$ cat src/hw/rtl/utf8v_pkg.sv
// shared types and constants for the utf-8 file name validator
// no dependencies; imported by utf8v_decode, utf8v_verdict and the top level
`timescale 1ns / 1ps

package utf8v_pkg;

  // result codes
  typedef enum logic [3:0] {
    STATUS_OK        = 4'd0,
    STATUS_EMPTY     = 4'd1,
    STATUS_TOO_LONG  = 4'd2,
    STATUS_DOT       = 4'd3,
    STATUS_EDGE      = 4'd4,
    STATUS_FORBIDDEN = 4'd5,
    STATUS_BAD_UTF8  = 4'd6,
    STATUS_CONTROL   = 4'd7,
    STATUS_RESERVED  = 4'd8
  } status_t;

  // first decode error codes
  localparam logic [1:0] ERR_NONE     = 2'd0;
  localparam logic [1:0] ERR_BAD_UTF8 = 2'd1;
  localparam logic [1:0] ERR_PROBLEM  = 2'd2;

  // minimum code point classes of a multi-byte sequence
  localparam logic [1:0] MIN_CLASS_2B = 2'd1;
  localparam logic [1:0] MIN_CLASS_3B = 2'd2;
  localparam logic [1:0] MIN_CLASS_4B = 2'd3;

  localparam logic [7:0] CHAR_DOT   = 8'h2e;
  localparam logic [7:0] CHAR_SPACE = 8'h20;

  localparam logic [12:0] COUNT_SAT = 13'd4096;
  localparam logic [2:0]  STEM_MAX  = 3'd5;

  // utf-8 decoder state
  typedef struct packed {
    logic [1:0]  remaining;
    logic [1:0]  min_class;
    logic [20:0] accum;
    logic [1:0]  err;
  } dec_state_t;

  // per-name bookkeeping outside the decoder
  typedef struct packed {
    logic [12:0] count;
    logic [7:0]  prev;
    logic        leading_space;
    logic        double_dot;
    logic        forbidden;
    logic [31:0] stem_chars;
    logic [2:0]  stem_len;
    logic        stem_closed;
  } name_state_t;

endpackage

$ cat src/hw/rtl/utf8_filename_validator.sv
// top level of the utf-8 file name validator: input register, per-byte checks, status register
// depends on utf8v_pkg, utf8v_decode and utf8v_verdict
`timescale 1ns / 1ps

// usage
//   input channel (in_valid / in_ready): one byte of a name per transfer, with
//   name_byte, last_byte marking the final byte and empty_name standing for a
//   zero-length name (byte and last flag then ignored, any name in progress dropped)
//   output channel (out_valid / out_ready): one 4-bit status per name, given
//   for the transfer that carries last_byte or empty_name; other bytes give none
//   config: cfg_we writes cfg_data into max_name_bytes in the same edge; the user must
//   write only while no name is in flight, as the block itself does not enforce it
// throughput and path
//   one byte per cycle while the status register can take a final byte; a
//   final byte passes through the input register, then the status register,
//   before its status is on the output
//   the byte checks and the utf-8 step are all combinational compare logic
// reset
//   rst (synchronous) drops any name in progress, empties both registers and
//   sets max_name_bytes back to 255
// stall
//   while a status waits for out_ready, plain bytes keep flowing; a final byte
//   holds in the input register until the status register frees up, and the
//   input then backs up through in_ready
module utf8_filename_validator (
  input  logic        clk,
  input  logic        rst,
  input  logic        in_valid,
  output logic        in_ready,
  input  logic [7:0]  name_byte,
  input  logic        last_byte,
  input  logic        empty_name,
  output logic        out_valid,
  input  logic        out_ready,
  output logic [3:0]  status,
  input  logic        cfg_we,
  input  logic [11:0] cfg_data
);
  import utf8v_pkg::*;

  // input register
  logic        in_q_valid;
  logic [7:0]  in_byte_q;
  logic        in_last_q;
  logic        in_empty_q;

  // per-name state
  name_state_t name_st;
  name_state_t name_st_next;
  dec_state_t  dec_st;
  dec_state_t  dec_st_next;

  logic [11:0] max_name_bytes;

  // status register
  status_t     status_q;
  status_t     verdict;

  logic        ends_name;
  logic        advance;
  logic        byte_forbidden;
  logic [7:0]  byte_upper;

  assign ends_name = in_last_q | in_empty_q;
  // a plain byte never needs the status register; a final byte needs it free
  assign advance   = in_q_valid & (~ends_name | ~out_valid | out_ready);
  assign in_ready  = ~in_q_valid | advance;

  always_ff @(posedge clk) begin
    if (rst) begin
      in_q_valid <= 1'b0;
    end else if (in_valid && in_ready) begin
      in_q_valid <= 1'b1;
    end else if (advance) begin
      in_q_valid <= 1'b0;
    end
  end

  always_ff @(posedge clk) begin
    if (in_valid && in_ready) begin
      in_byte_q  <= name_byte;
      in_last_q  <= last_byte;
      in_empty_q <= empty_name;
    end
  end

  // separator and punctuation bytes not allowed in a name
  assign byte_forbidden = in_byte_q == 8'h2f || in_byte_q == 8'h5c || in_byte_q == 8'h3a ||
                          in_byte_q == 8'h2a || in_byte_q == 8'h3f || in_byte_q == 8'h22 ||
                          in_byte_q == 8'h3c || in_byte_q == 8'h3e || in_byte_q == 8'h7c;

  // ascii fold to upper case for the device name stem
  assign byte_upper = (in_byte_q >= 8'h61 && in_byte_q <= 8'h7a) ?
                      in_byte_q - 8'd32 : in_byte_q;

  always_comb begin
    name_st_next = name_st;
    // count saturates at 4096, above any register value
    if (name_st.count != COUNT_SAT) name_st_next.count = name_st.count + 13'd1;
    if (name_st_next.count == 13'd1) name_st_next.leading_space = in_byte_q == CHAR_SPACE;
    if (name_st_next.count > 13'd1 && name_st.prev == CHAR_DOT && in_byte_q == CHAR_DOT)
      name_st_next.double_dot = 1'b1;
    if (byte_forbidden) name_st_next.forbidden = 1'b1;
    // stem ends at the first dot; keep the last four of its first five upper-cased bytes
    if (!name_st.stem_closed) begin
      if (in_byte_q == CHAR_DOT) begin
        name_st_next.stem_closed = 1'b1;
      end else if (name_st.stem_len < STEM_MAX) begin
        name_st_next.stem_chars = {name_st.stem_chars[23:0], byte_upper};
        name_st_next.stem_len   = name_st.stem_len + 3'd1;
      end
    end
    name_st_next.prev = in_byte_q;
  end

  utf8v_decode u_decode (
    .data_byte (in_byte_q),
    .cur       (dec_st),
    .nxt       (dec_st_next)
  );

  utf8v_verdict u_verdict (
    .last_char (in_byte_q),
    .max_bytes (max_name_bytes),
    .name_st   (name_st_next),
    .dec_st    (dec_st_next),
    .verdict   (verdict)
  );

  // name state clears after every status
  always_ff @(posedge clk) begin
    if (rst) begin
      name_st <= '0;
      dec_st  <= '0;
    end else if (advance) begin
      if (ends_name) begin
        name_st <= '0;
        dec_st  <= '0;
      end else begin
        name_st <= name_st_next;
        dec_st  <= dec_st_next;
      end
    end
  end

  always_ff @(posedge clk) begin
    if (rst) begin
      max_name_bytes <= 12'd255;
    end else if (cfg_we) begin
      max_name_bytes <= cfg_data;
    end
  end

  always_ff @(posedge clk) begin
    if (rst) begin
      out_valid <= 1'b0;
    end else if (advance && ends_name) begin
      out_valid <= 1'b1;
    end else if (out_ready) begin
      out_valid <= 1'b0;
    end
  end

  always_ff @(posedge clk) begin
    if (advance && ends_name) begin
      status_q <= in_empty_q ? STATUS_EMPTY : verdict;
    end
  end

  assign status = status_q;

`ifndef SYNTHESIS
  // an empty-name marker always answers empty on the next cycle
  a_empty_answer: assert property (@(posedge clk) disable iff (rst)
    advance && in_empty_q |=> out_valid && status_q == STATUS_EMPTY)
    else $error("empty name did not give the empty status");

  // bookkeeping is cleared once a name ends
  a_clear_after_end: assert property (@(posedge clk) disable iff (rst)
    advance && ends_name |=> name_st.count == 13'd0 && dec_st == '0)
    else $error("name state not cleared after status");

  // byte count never passes its saturation value
  a_count_sat: assert property (@(posedge clk) disable iff (rst)
    name_st.count <= COUNT_SAT)
    else $error("byte count beyond saturation");

  // once a decode error is kept, the decoder freezes for the rest of the name
  a_err_sticky: assert property (@(posedge clk) disable iff (rst)
    advance && !ends_name && dec_st.err != ERR_NONE |=> $stable(dec_st))
    else $error("decoder moved after its first error");

  // a plain byte never blocks behind a waiting status
  a_plain_flows: assert property (@(posedge clk) disable iff (rst)
    in_q_valid && !ends_name |-> advance)
    else $error("plain byte stalled in the input register");
`endif

endmodule

$ cat src/hw/rtl/utf8v_decode.sv
// one-byte step of the utf-8 decoder with code point screening
// depends on utf8v_pkg
`timescale 1ns / 1ps

module utf8v_decode (
  input  logic [7:0]            data_byte,
  input  utf8v_pkg::dec_state_t cur,
  output utf8v_pkg::dec_state_t nxt
);
  import utf8v_pkg::*;

  function automatic logic is_problem(input logic [20:0] cp);
    return cp < 21'h20 || cp == 21'h7f ||
           (cp >= 21'h80 && cp <= 21'h9f) ||
           (cp >= 21'h300 && cp <= 21'h36f) ||
           (cp >= 21'h1ab0 && cp <= 21'h1aff) ||
           (cp >= 21'h1dc0 && cp <= 21'h1dff) ||
           (cp >= 21'h200b && cp <= 21'h200f) ||
           cp == 21'h2028 || cp == 21'h2029 ||
           (cp >= 21'h202a && cp <= 21'h202e) ||
           (cp >= 21'h2060 && cp <= 21'h206f) ||
           (cp >= 21'h20d0 && cp <= 21'h20ff) ||
           cp == 21'h2215 || cp == 21'h29f8 ||
           cp == 21'hfeff || cp == 21'hff0f || cp == 21'hff3c;
  endfunction

  logic [20:0] code;
  logic        below_min;

  assign code = {cur.accum[14:0], data_byte[5:0]};

  always_comb begin
    unique case (cur.min_class)
      MIN_CLASS_2B: below_min = code < 21'h80;
      MIN_CLASS_3B: below_min = code < 21'h800;
      default:      below_min = code < 21'h10000;
    endcase
  end

  always_comb begin
    nxt = cur;
    if (cur.err == ERR_NONE) begin
      if (cur.remaining == 2'd0) begin
        if (data_byte <= 8'h7f) begin
          if (is_problem({13'd0, data_byte})) nxt.err = ERR_PROBLEM;
        end else if (data_byte >= 8'hc2 && data_byte <= 8'hdf) begin
          nxt.remaining = 2'd1;
          nxt.min_class = MIN_CLASS_2B;
          nxt.accum     = {16'd0, data_byte[4:0]};
        end else if (data_byte >= 8'he0 && data_byte <= 8'hef) begin
          nxt.remaining = 2'd2;
          nxt.min_class = MIN_CLASS_3B;
          nxt.accum     = {17'd0, data_byte[3:0]};
        end else if (data_byte >= 8'hf0 && data_byte <= 8'hf4) begin
          nxt.remaining = 2'd3;
          nxt.min_class = MIN_CLASS_4B;
          nxt.accum     = {18'd0, data_byte[2:0]};
        end else begin
          nxt.err = ERR_BAD_UTF8;
        end
      end else if (data_byte[7:6] != 2'b10) begin
        nxt.err = ERR_BAD_UTF8;
      end else begin
        nxt.accum     = code;
        nxt.remaining = cur.remaining - 2'd1;
        // sequence complete: overlong, range, surrogate and screening checks
        if (cur.remaining == 2'd1) begin
          if (below_min || code > 21'h10ffff || (code >= 21'hd800 && code <= 21'hdfff))
            nxt.err = ERR_BAD_UTF8;
          else if (is_problem(code))
            nxt.err = ERR_PROBLEM;
        end
      end
    end
  end

endmodule

$ cat src/hw/rtl/utf8v_verdict.sv
// final status of a name from its updated bookkeeping and decoder state
// depends on utf8v_pkg
`timescale 1ns / 1ps

module utf8v_verdict (
  input  logic [7:0]             last_char,
  input  logic [11:0]            max_bytes,
  input  utf8v_pkg::name_state_t name_st,
  input  utf8v_pkg::dec_state_t  dec_st,
  output utf8v_pkg::status_t     verdict
);
  import utf8v_pkg::*;

  localparam logic [23:0] DEV_CON = "CON";
  localparam logic [23:0] DEV_PRN = "PRN";
  localparam logic [23:0] DEV_AUX = "AUX";
  localparam logic [23:0] DEV_NUL = "NUL";
  localparam logic [23:0] DEV_COM = "COM";
  localparam logic [23:0] DEV_LPT = "LPT";
  localparam logic [7:0]  DIGIT_1 = "1";
  localparam logic [7:0]  DIGIT_9 = "9";

  logic [1:0]  err_final;
  logic        reserved;
  logic [23:0] stem3;
  logic [23:0] head;
  logic [7:0]  digit;

  assign stem3 = name_st.stem_chars[23:0];
  assign head  = name_st.stem_chars[31:8];
  assign digit = name_st.stem_chars[7:0];

  // an open sequence at the end counts as truncated
  assign err_final = (dec_st.remaining != 2'd0 && dec_st.err == ERR_NONE) ?
                     ERR_BAD_UTF8 : dec_st.err;

  assign reserved =
    (name_st.stem_len == 3'd3 &&
     (stem3 == DEV_CON || stem3 == DEV_PRN || stem3 == DEV_AUX || stem3 == DEV_NUL)) ||
    (name_st.stem_len == 3'd4 && (head == DEV_COM || head == DEV_LPT) &&
     digit >= DIGIT_1 && digit <= DIGIT_9);

  always_comb begin
    priority if (name_st.count > {1'b0, max_bytes})
      verdict = STATUS_TOO_LONG;
    else if ((name_st.count == 13'd1 && last_char == CHAR_DOT) || name_st.double_dot)
      verdict = STATUS_DOT;
    else if (name_st.leading_space || last_char == CHAR_SPACE || last_char == CHAR_DOT)
      verdict = STATUS_EDGE;
    else if (name_st.forbidden)
      verdict = STATUS_FORBIDDEN;
    else if (err_final == ERR_BAD_UTF8)
      verdict = STATUS_BAD_UTF8;
    else if (err_final == ERR_PROBLEM)
      verdict = STATUS_CONTROL;
    else if (reserved)
      verdict = STATUS_RESERVED;
    else
      verdict = STATUS_OK;
  end

endmodule
$ cat config.mk
export PLATFORM = sky130hd
export DESIGN_NAME = utf8_filename_validator
export DESIGN_NICKNAME = d
export VERILOG_FILES = /design/src/hw/rtl/utf8v_pkg.sv /design/src/hw/rtl/utf8_filename_validator.sv /design/src/hw/rtl/utf8v_decode.sv /design/src/hw/rtl/utf8v_verdict.sv
export SDC_FILE = /design/constraint.sdc
export NUM_CORES = 1
export LEC_CHECK = 0
export BUFFER_PORTS_ARGS = -buffer_cell sky130_fd_sc_hd__clkbuf_2
export CORE_UTILIZATION = 45
export CTS_CLUSTER_SIZE = 8
export DETAILED_ROUTE_END_ITERATION = 6
export PLACE_DENSITY_LB_ADDON = 0.15
export SYNTH_ARGS = -nofsm -noshare
export SYNTH_HDL_FRONTEND = slang
export SYNTH_HIERARCHICAL = 1
export SYNTH_SLANG_ARGS = --single-unit
$ cat constraint.sdc
create_clock -name clk -period 4.75 [get_ports clk]
set_input_delay 0.2375 -clock clk [delete_from_list [all_inputs] [get_ports clk]]
set_output_delay 0.2375 -clock clk [all_outputs]
set_load 0.03 [all_outputs]
# ---- Yosys cells after proc, flatten, opt, wreduce, memory -nomap -nowiden
# Index checks and enable logic that the tools add are counted.
dict set report totals {
  regBits 109
  inputBits 27
  output_inout_bits 6
  word_cells 230
}
dict set report op_classes {
  add_sub_neg 4
  order_cmp 40
  n_eq_ne 41
  n_mux 43
  bitwise 8
  reduce_logical 73
}
# operator count
set ops {}
lappend ops {{24-bit by 23-bit equality test with 1-bit output, second input constant} 6}
lappend ops {{25-bit 2-to-1 mux} 4}
lappend ops {{21-bit by 14-bit equality test with 1-bit output, second input constant} 4}
lappend ops {{21-bit by 14-bit >= comparator with 1-bit output, second input constant} 4}
lappend ops {{21-bit by 14-bit less-or-equal comparator with 1-bit output, second input constant} 4}
lappend ops {{8-bit by 6-bit equality test with 1-bit output, second input constant} 10}
lappend ops {{35-bit 2-to-1 mux} 2}
lappend ops {{21-bit by 16-bit equality test with 1-bit output, second input constant} 3}
lappend ops {{60-bit 2-to-1 mux} 1}
lappend ops {{27-bit 2-to-1 mux} 2}
lappend ops {{21-bit by 13-bit >= comparator with 1-bit output, second input constant} 2}
lappend ops {{21-bit by 13-bit less-or-equal comparator with 1-bit output, second input constant} 2}
lappend ops {{1-bit logical OR} 36}
lappend ops {{36-bit 2-to-1 mux} 1}
lappend ops {{8-bit >= comparator, second input constant} 4}
lappend ops {{8-bit less-or-equal comparator, second input constant} 4}
lappend ops {{2-bit 2-to-1 mux} 15}
lappend ops {{8-bit by 7-bit equality test with 1-bit output, second input constant} 3}
lappend ops {{1-bit logical AND} 24}
lappend ops {{23-bit 2-to-1 mux} 1}
lappend ops {{21-bit by 7-bit equality test with 1-bit output, second input constant} 1}
lappend ops {{21-bit by 10-bit >= comparator with 1-bit output, second input constant} 1}
lappend ops {{21-bit by 16-bit >= comparator with 1-bit output, second input constant} 1}
lappend ops {{21-bit by 8-bit >= comparator with 1-bit output, second input constant} 1}
lappend ops {{other kinds (46)} 73}

# ---- Depth between registers and ports, before layout
# Gate-level depths: netlist of run 1.
dict set report depth {
  depth_word 33
  mapped_depth 14
  ltp_nobuf 14
}

# ---- Hierarchy
# Netlist of run 1, hierarchy kept.
# mod instances cells_per_inst area_per_inst_um2 seq_area_each_um2
set by_module_without_submodules {}
lappend by_module_without_submodules {utf8_filename_validator 1 546 5129.9 2442.3}
lappend by_module_without_submodules {utf8v_decode 1 157 1099.8 0.0}
lappend by_module_without_submodules {utf8v_verdict 1 101 720.7 0.0}

# ---- Least setup slack after synthesis of run 1
# No wires, ideal clock.
dict set report synth_path {
  path_kind {reg-to-reg}
  startpoint {reg in_byte_q[2]}
  endpoint {reg status_q[3] (netlist: status[3]), data pin}
  setup_ns 0.140
  arrival_ns 2.908
  required_time_ns 4.610
  slack_ns 1.701
  stages_incl_launch_ff 12
  path_buffers 2
  period_less_slack_ns 3.049
  cell_sequence {edfxtp_1 > and2_1 > a311oi_2 > buf_2 > buf_4 > mux2_2 > or4b_4 > nor4_2 > nand4_1 > o22ai_1 > and4_1 > nor2b_1}
}
# element line
set synth_rtl {}
lappend synth_rtl {{start, declared} utf8_filename_validator.sv:43} ;# logic [7:0] in_byte_q;
lappend synth_rtl {{start signal, assigned} utf8_filename_validator.sv:81} ;# in_byte_q <= name_byte;
lappend synth_rtl {{end signal, assigned} utf8_filename_validator.sv:166} ;# status_q <= in_empty_q ? STATUS_EMPTY : verdict;
lappend synth_rtl {{end, declared} utf8_filename_validator.sv:56} ;# status_t status_q;

==> out/metrics.yaml, run 1 <==
die:
  start_util_pct: 46.1
  die-area_mm2: 0.0154
  fp.dieH_um: 124
  die_w_um: 124
  core_area_mm2: 0.0145
  rows: 44
  ioPinCount: 33
power_and_ir_drop:
  ir_drop_mv: 0.176
  pwr-share-seq_pct: 51.7
  clockPowerShare_pct: 39.4
  total_leakage_power_nw: 2.81
  p_int_mw: 1.41
  p_switching_mw: 0.481
  power_mw: 1.89
  power_frac_comb_pct: 9.0
  power.density_mw_per_mm2: 265
  switching_share_pct: 25.5
hold_path:
  min_path_type: "in -> reg"
clock_network:
  cts_resized: 0
  postCtsSetupRepairBufs: 0
  cts_tree: "yes"
  cts_sinks: 109
  cts_max_path_buffers: 2
  cts_root_buf: "clkbuf_16"
  path_clk_slew_ns: 0.07
  clk_latency_ns: 0.36
  cts_hold_buf: 0
  htree_num_levels: 3
  cts_buffers: 9
final_layout:
  layout.cells.non_filler: 954
  area_delta_synth_final_pct: 6.42
  fin_nets: 813
  diodes: 0
  drive_gt1_share_pct: 14.8
drt:
  postRouteAntennaNets: 0
  drt_iter0_markers: 485
  dr.pass1.iters: 5
  wl_per_cell_um: 17.2
  vias_per_cell: 6.07
  wirelength_um: 16400
  route.detailed.drc: 0
  vias: 5787
grt:
  grt_antenna_before_repair: 0
  grt_usage_pct: 22.3
  grt_pass1_vias: 5528
  grt_max_degree: 77
  grt_pass1_wl_um: 26900
  grt.overflow.total: 0
critical_path:
  crit_arrival_ns: 3.84
  crit_fanout: 39
  worstSetupPathType: "reg -> reg"
  crit_required_ns: 4.96
  worstSetupStartpointType: "flop"
  cp-end-kind: "flop"
synthesis:
  synth_fp_nets: 827
  synth_warnings: 6
  postSynthAreaPerCell_um2: 8.61
  netlist_area_mm2: 0.00671
  syn_inst: 779
placement:
  dpl.hpwl_um: 11300
  portBuffers: 32
  gp_congestion: 0.799
  placed_cells: 938
  dp_slack_ns: 1.16
timing:
  min_period_ns: 3.64
  maxSlewViolCount: 0
  max_clock_freq_mhz: 275
  setup_ws_ns: 1.12
  fin_worst_skew_ns: 0.00860
  tightest_slew_ns: 1.17
  hold_violations: 0
  setup_violations: 0
  rsz0062_at_grt: "false"
  tns_ns: 0
  maxSlewHeadroom_pct: 21.2
  fin_crit_sh_pct: 76.5
outcome:
  status: "complete, no violations"
job:
  drv_cap: 0
==> state kept, by name (all words and copies together), names as in the netlist <==
signal / cells
in_empty_q: 1
status: 4
dec_st: 21
in_last_q: 1
in_q_valid: 1
name_st: 60
in_byte_q: 8
max_name_bytes: 12
out_valid: 1
==> metrics by stage <==
stage	util (%)	cell area, µm²	hold WS, ns
6_report	49.1	7140	0.0640
5_1_grt	49.1	7140	0.0468
4_1_cts	49.1	7140	0.0459
3_5_place_dp	47.1	6840	0.418
3_3_place_gp	47.1	6840	0.424
2_1_floorplan	-	6710	0.336
==> cells in the final DEF, fill, tap and decap left out, types with 19 or more instances in the layout <==
cell,count
nor3_1,19
inv_1,29
dfxtp_1,95
a21oi_1,23
mux2_2,33
nand2_1,37
a22oi_1,72
nand3_1,20
clkbuf_2,31
o21ai_0,20
nor2_1,116
ha_1,21
==> power groups by stage <==
stage | registers (mW) | logic, mW | clock network (mW)
floorplan | 0.990 | 0.126 | 0
global placement | 0.997 | 0.166 | 0
detailed placement | 0.998 | 0.168 | 0
CTS | 0.976 | 0.169 | 0.769
global route | 0.981 | 0.189 | 0.802
finish | 0.976 | 0.169 | 0.743
==> worst max-delay path: stages, from the launching register on <==
cell and delay, ns:
edfxtp_1 0.63, nor4b_2 0.29, a311oi_4 0.31, buf_4 0.45, mux2_2 0.43, nor3_1 0.28
nand3_1 0.16, o22ai_1 0.25, a31oi_1 0.12, o22ai_1 0.21, and4_1 0.21, nor2b_1 0.14
==> path summary, 6_finish.rpt <==
kind,startpoint,endpoint,slack (ns),depth (start not counted)
max,in_byte_q[1],status[3],1.12,11
min,name_byte[5],in_byte_q[5],0.06,1
max reg2reg,in_byte_q[1],status[3],1.12,11
min reg2reg,name_st[37],name_st[37],0.47,2
==> final cells by class <==
class	instances	area, µm²
Inverter	29	109
Sequential cell	109	2320
Timing Repair Buffer	38	205
Clock inverter	5	40.0
Tap cell	184	230
Clock buffer	11	254
Multi-Input combinational cell	578	3980
Fill cell	1444	7400
==> layer usage <==
metal  up-vias  global-route usage (%)  wire length, µm
met5         -                       0                0
met4         0                    6.85              330
met3        24                    5.27              947
met2       169                    35.2             7430
met1      2740                    29.9             7710
li1       2854                       -                -
Power figures use the tool's default switching activity.
==> run 2: changes to the inputs <==
ABC_AREA = 1   (was default)
clock period = 3.1 ns   (was 4.75 ns; I/O delays follow)
==> run 2 against run 1 <==
Setup slack worse by 0.86 ns. Sequential share of layout area down 3.9 points. Critical path type unchanged. Global-route usage up 1.5 points. Total power is 57% higher. Fmax is 28% higher. First-iteration DRC count rose by 12%. Register-to-register slack worse by 0.86 ns. Critical path depth rose by 7.
==> out/metrics.yaml, run 2 <==
grt:
  grt_pass1_wl_um: 31700
  grt.overflow.total: 0
  grt_pass1_vias: 6460
  grt_antenna_before_repair: 0
  grt_max_degree: 80
  grt_usage_pct: 23.8
critical_path:
  worstSetupPathType: "reg -> reg"
  critPathMostFrequentCell: "nand2_1"
  crit_slowest_cell: "edfxtp_1"
  worstSetupStartpointType: "flop"
  cpLargestDelayFamily: "compound AO/OA/AOI/OAI gates"
  cp-end-kind: "flop"
  crit_fanout: 8
  cpPeakStageDelay_ns: 0.52
  crit_required_ns: 3.32
  crit_chain: "inv_1, nand2_2, o211ai_4, nand3_2, o21ai_0, o21bai_1, nand2_1, nand2_1, nand2_1, inv_1, nor2_1, a21oi_1, nand2_1, nor2_1, nand3_1, a21oi_2, inv_1, nor2_1"
  crit_arrival_ns: 3.07
  worst-path-buf-inv: 3
  r2r_setup_slack_ns: 0.25
clock_network:
  htree_num_levels: 3
  cts_resized: 0
  cts_max_path_buffers: 2
  cts_buffers: 9
  cts_sinks: 109
  cts_tree: "yes"
  path_clk_slew_ns: 0.08
  clk_latency_ns: 0.36
  cts_root_buf: "clkbuf_16"
final_layout:
  area_delta_synth_final_pct: 11.4
  finish.utilization_pct: 51.3
  fillCellCount: 1631
  top_regs: "name_st (60), dec_st (21), max_name_bytes (12)"
  final_common_cell: "nand2_1"
  diodes: 0
  fin_nets: 1246
  largest_reg_flops: 60
  regArea_mm2: 0.00232
  layout.cells.non_filler: 1419
  drive_gt1_share_pct: 11.9
  multiInputGateArea_mm2: 0.00424
  regMostFlops: "name_st"
  layout_common_cells: "nand2_1 (427), inv_1 (112), a21oi_1 (97)"
outcome:
  status: "complete, no violations"
synthesis:
  syn_inst: 1161
  synth_warnings: 6
  netlist_area_mm2: 0.00728
  postSynthAreaPerCell_um2: 6.27
  synth_fp_nets: 1209
power_and_ir_drop:
  p_switching_mw: 0.820
  clockPowerShare_pct: 38.6
  power_frac_comb_pct: 11.2
  ir_drop_mv: 0.305
  total_leakage_power_nw: 3.54
  switching_share_pct: 27.7
  p_int_mw: 2.14
  power.density_mw_per_mm2: 364
  pwr-share-seq_pct: 50.2
timing:
  rsz0062_at_grt: "false"
  fin_crit_sh_pct: 91.9
  hold_violations: 0
  setup_violations: 0
  fin_worst_skew_ns: 0.0102
  maxSlewHeadroom_pct: 40.9
  max_clock_freq_mhz: 351
  min_period_ns: 2.85
  maxSlewViolCount: 0
  tightest_slew_ns: 0.887
  tns_ns: 0
die:
  rows: 46
  ioPinCount: 33
  fp.dieH_um: 129
  die-area_mm2: 0.0167
  die_w_um: 129
  start_util_pct: 46.0
  core_area_mm2: 0.0158
drt:
  wirelength_um: 19000
  drt_iter0_markers: 544
  vias: 7227
  wl_per_cell_um: 13.4
  vias_per_cell: 5.09
  postRouteAntennaNets: 0
  dr.pass1.iters: 5
  route.detailed.drc: 0
placement:
  portBuffers: 32
  placed_cells: 1380
  gp_congestion: 0.921
  dpl.hpwl_um: 13600
hold_path:
  min_path_type: "in -> reg"
job:
  drv_cap: 0
run 2: cell count changes in the layout (fill, tap and decap cells not counted), sizes merged, moves of 11 or more:
| cell | delta |
|---|---|
| buf | +16 |
| nor2b | -18 |
| a22oi | -71 |
| dlygate4sd3 | +16 |
| o21ai | +16 |
| a21oi | +74 |
| nand4 | +15 |
| a31oi | -11 |
| mux2 | -34 |
| nand3 | +51 |
| nand2 | +401 |
| inv | +101 |
run 2: per-stage QoR:
stage	hold slack [ns]	power [mW]	worst slack (ns)	cell area (µm²)
floorplan	0.254	1.73	0.646	7280
finish	0.0148	2.96	0.251	8110
global placement	0.337	1.82	0.226	7610
CTS	0.000716	2.98	0.156	8030
global route	0.00922	3.09	0.00957	8110
detailed placement	0.334	1.82	0.190	7610
run 2: path summary, 6_finish.rpt:
check,startpoint,endpoint,cells after the start
worst max register to register,in_byte_q[3],status[3],18
worst min register to register,name_st[36],name_st[36],2
worst min-delay path,cfg_data[0],max_name_bytes[0],3
worst max-delay path,in_byte_q[3],status[3],18
run 2: what timing repair did:
action                                  4_1_cts  5_1_grt
hold buffers                                 13        3
setup buffers                                 0        7
endpoints found under the setup margin        0        3
hold endpoints to repair                     13        3
run 2: power groups by stage:
stage          logic [mW]  registers (mW)  clock network, mW
3_3_place_gp        0.303            1.52                  0
2_1_floorplan       0.212            1.52                  0
6_report            0.330            1.49               1.14
5_1_grt             0.369            1.49               1.23
3_5_place_dp        0.302            1.52                  0
4_1_cts             0.316            1.49               1.18
run 2: worst register-to-register path, stage by stage (launching register included):
cell	delay, ns
edfxtp_1	0.52
inv_1	0.21
nand2_2	0.10
o211ai_4	0.26
nand3_2	0.11
o21ai_0	0.26
o21bai_1	0.16
nand2_1	0.07
nand2_1	0.05
nand2_1	0.09
inv_1	0.09
nor2_1	0.06
a21oi_1	0.18
nand2_1	0.07
nor2_1	0.14
nand3_1	0.12
a21oi_2	0.12
inv_1	0.05
nor2_1	0.07
run 2: layer usage:
layer | GRT usage, % | wire length (µm) | up-vias
li1 | - | - | 3784
met1 | 33.6 | 9390 | 3227
met2 | 37.7 | 8420 | 204
met3 | 4.17 | 975 | 12
met4 | 5.19 | 178 | 0
met5 | 0 | 0 | -
run 2: area by class of cell:
cell class / instances / area share [%]
flip-flops and latches: 109 / 28.6
well taps: 216 / 3.33
clock buffers: 10 / 2.82
clock inverters: 6 / 0.725
repair buffers: 70 / 6.14
inverters: 131 / 6.06
multi-input cells: 877 / 52.3
==> run 3: changes to the inputs <==
BUFFER_PORTS_ARGS = -buffer_cell sky130_fd_sc_hd__buf_2   (was -buffer_cell sky130_fd_sc_hd__clkbuf_2)
==> run 3 against run 2 <==
Fmax increased by 1.9%. First-iteration DRC count is 9.0% lower. Total power grew 3.3%. Non-clock buffer count increased by 1. Die area stayed put. Global-route usage up 0.63 points. Sequential share of layout area decreased by 0.20 points. Sequential power about the same. Critical path depth up 4. Final cell count hardly changed. Via count rose by 0.36%.
==> out/metrics.yaml, run 3 (same netlist as run 2, synthesis figures left out) <==
power_and_ir_drop:
  p_int_mw: 2.22
  power.density_mw_per_mm2: 374
  switching_share_pct: 27.3
  pwr-share-seq_pct: 48.5
  ir_drop_mv: 0.305
  clockPowerShare_pct: 40.3
  power_frac_comb_pct: 11.1
  p_switching_mw: 0.833
  total_leakage_power_nw: 3.57
timing:
  setup_ws_ns: 0.303
  fin_crit_sh_pct: 90.2
  fin_worst_skew_ns: 0.0141
  fin_hold_ws_ns: 0.0123
  hold_violations: 0
  max_clock_freq_mhz: 358
  rsz0062_at_grt: "false"
  setup_violations: 0
  tightest_slew_ns: 0.862
  min_period_ns: 2.80
  maxSlewHeadroom_pct: 42.5
  tns_ns: 0
  maxSlewViolCount: 0
die:
  die-area_mm2: 0.0167
  core_area_mm2: 0.0158
  die_w_um: 129
  start_util_pct: 46.0
  fp.dieH_um: 129
  ioPinCount: 33
  rows: 46
final_layout:
  top_regs: "name_st (60), dec_st (21), max_name_bytes (12)"
  regMostFlops: "name_st"
  largest_reg_flops: 60
  fin_nets: 1247
  multiInputGateArea_mm2: 0.00426
  final_common_cell: "nand2_1"
  diodes: 0
  regArea_mm2: 0.00232
  fillCellCount: 1684
  area_delta_synth_final_pct: 12.2
  drive_gt1_share_pct: 12.3
  layout_common_cells: "nand2_1 (427), inv_1 (112), a21oi_1 (96)"
placement:
  dp_slack_ns: 0.143
  dpl.hpwl_um: 13900
  portBuffers: 32
  gp_congestion: 0.936
grt:
  grt_pass1_wl_um: 32600
  grt_max_degree: 80
  grt_usage_pct: 24.4
  grt.overflow.total: 0
  grt_pass1_vias: 6577
  grt_antenna_before_repair: 0
drt:
  dr.pass1.iters: 5
  route.detailed.drc: 0
  drt_iter0_markers: 495
  vias: 7253
  postRouteAntennaNets: 0
  vias_per_cell: 5.11
  wl_per_cell_um: 13.7
  wirelength_um: 19400
job:
  drv_cap: 0
clock_network:
  cts_max_path_buffers: 2
  cts_buffers: 9
  cts_tree: "yes"
  path_clk_slew_ns: 0.08
  htree_num_levels: 3
  cts_root_buf: "clkbuf_16"
  cts_sinks: 109
  clk_latency_ns: 0.36
critical_path:
  crit_arrival_ns: 3.02
  cp-end-kind: "flop"
  worstSetupPathType: "reg -> reg"
  worstSetupStartpointType: "flop"
  crit_required_ns: 3.32
  crit_fanout: 6
hold_path:
  min_path_type: "in -> reg"
outcome:
  status: "complete, no violations"
run 3: changes by cell type in the layout (fill, tap and decap cells not counted), sizes merged:
cell / previous run / this run
buf: 23 / 55
bufinv: 0 / 1
clkbuf: 41 / 10
clkinv: 5 / 2
inv: 132 / 134
run 3: area by class of cell:
| type | instances | share of cell area [%] |
|---|---|---|
| clock inverter | 6 | 0.934 |
| timing repair buffer | 71 | 6.39 |
| multi-input combinational | 877 | 52.1 |
| inverter | 131 | 6.05 |
| sequential | 109 | 28.4 |
| clock buffer | 10 | 2.80 |
| tap | 216 | 3.31 |
run 3: worst paths after layout:
| kind | start | to | slack, ns | cells past startpoint |
|---|---|---|---|---|
| worst min-delay path | cfg_data[10] | max_name_bytes[10] | 0.01 | 3 |
| worst max-delay path | in_byte_q[5] | status[3] | 0.30 | 22 |
| worst min register to register | name_st[36] | name_st[36] | 0.46 | 2 |
| worst max register to register | in_byte_q[5] | status[3] | 0.30 | 22 |
run 3: per-layer routing:
metal | up-vias | track usage, % | part of all wire [%]
met5 | - | 0 | 0
met4 | 0 | 5.40 | 1.5
met2 | 175 | 39.5 | 45
met3 | 22 | 3.92 | 4.4
li1 | 3786 | - | -
met1 | 3270 | 34.0 | 49
run 3: worst max-delay path, cell delays in order (launching register included):
cell and delay (ns):
edfxtp_1 0.53, buf_6 0.18, inv_2 0.06, nand2_1 0.09, nor2_1 0.05, o211ai_1 0.19
nand2_1 0.07, nand3b_1 0.15, nor2_1 0.12, nand2_1 0.08, nand2_1 0.06, nand2_1 0.05
nand2_1 0.06, nand2_1 0.08, inv_1 0.10, nor2_1 0.08, a21oi_2 0.18, nand2_1 0.09
nor2_2 0.12, nand3_2 0.11, a21oi_2 0.11, inv_1 0.04, nor2_1 0.07
run 3: through the flow:
step / utilization [%] / power, mW / instances / area, µm²
finish: 51.6 / 3.05 / 1420 / 8170
global route: 51.6 / 3.18 / 1420 / 8170
CTS: 51.2 / 3.07 / 1415 / 8110
detailed placement: 48.4 / 1.83 / 1384 / 7650
global placement: 48.4 / 1.83 / 1384 / 7650
floorplan: - / 1.73 / 1161 / 7280
run 3: power groups by stage:
stage	logic, mW	registers [mW]	clock network (mW)
after floorplan	0.212	1.52	0
after global placement	0.315	1.51	0
after detailed placement	0.314	1.52	0
after CTS	0.330	1.48	1.26
after global routing	0.383	1.49	1.31
final	0.341	1.48	1.23
run 3: timing repair:
action / in CTS / in global routing
gates resized for setup: 0 / 7
endpoints found under the setup margin: 0 / 2
setup buffers: 0 / 4
hold endpoints to repair: 15 / 1
hold buffers: 15 / 1
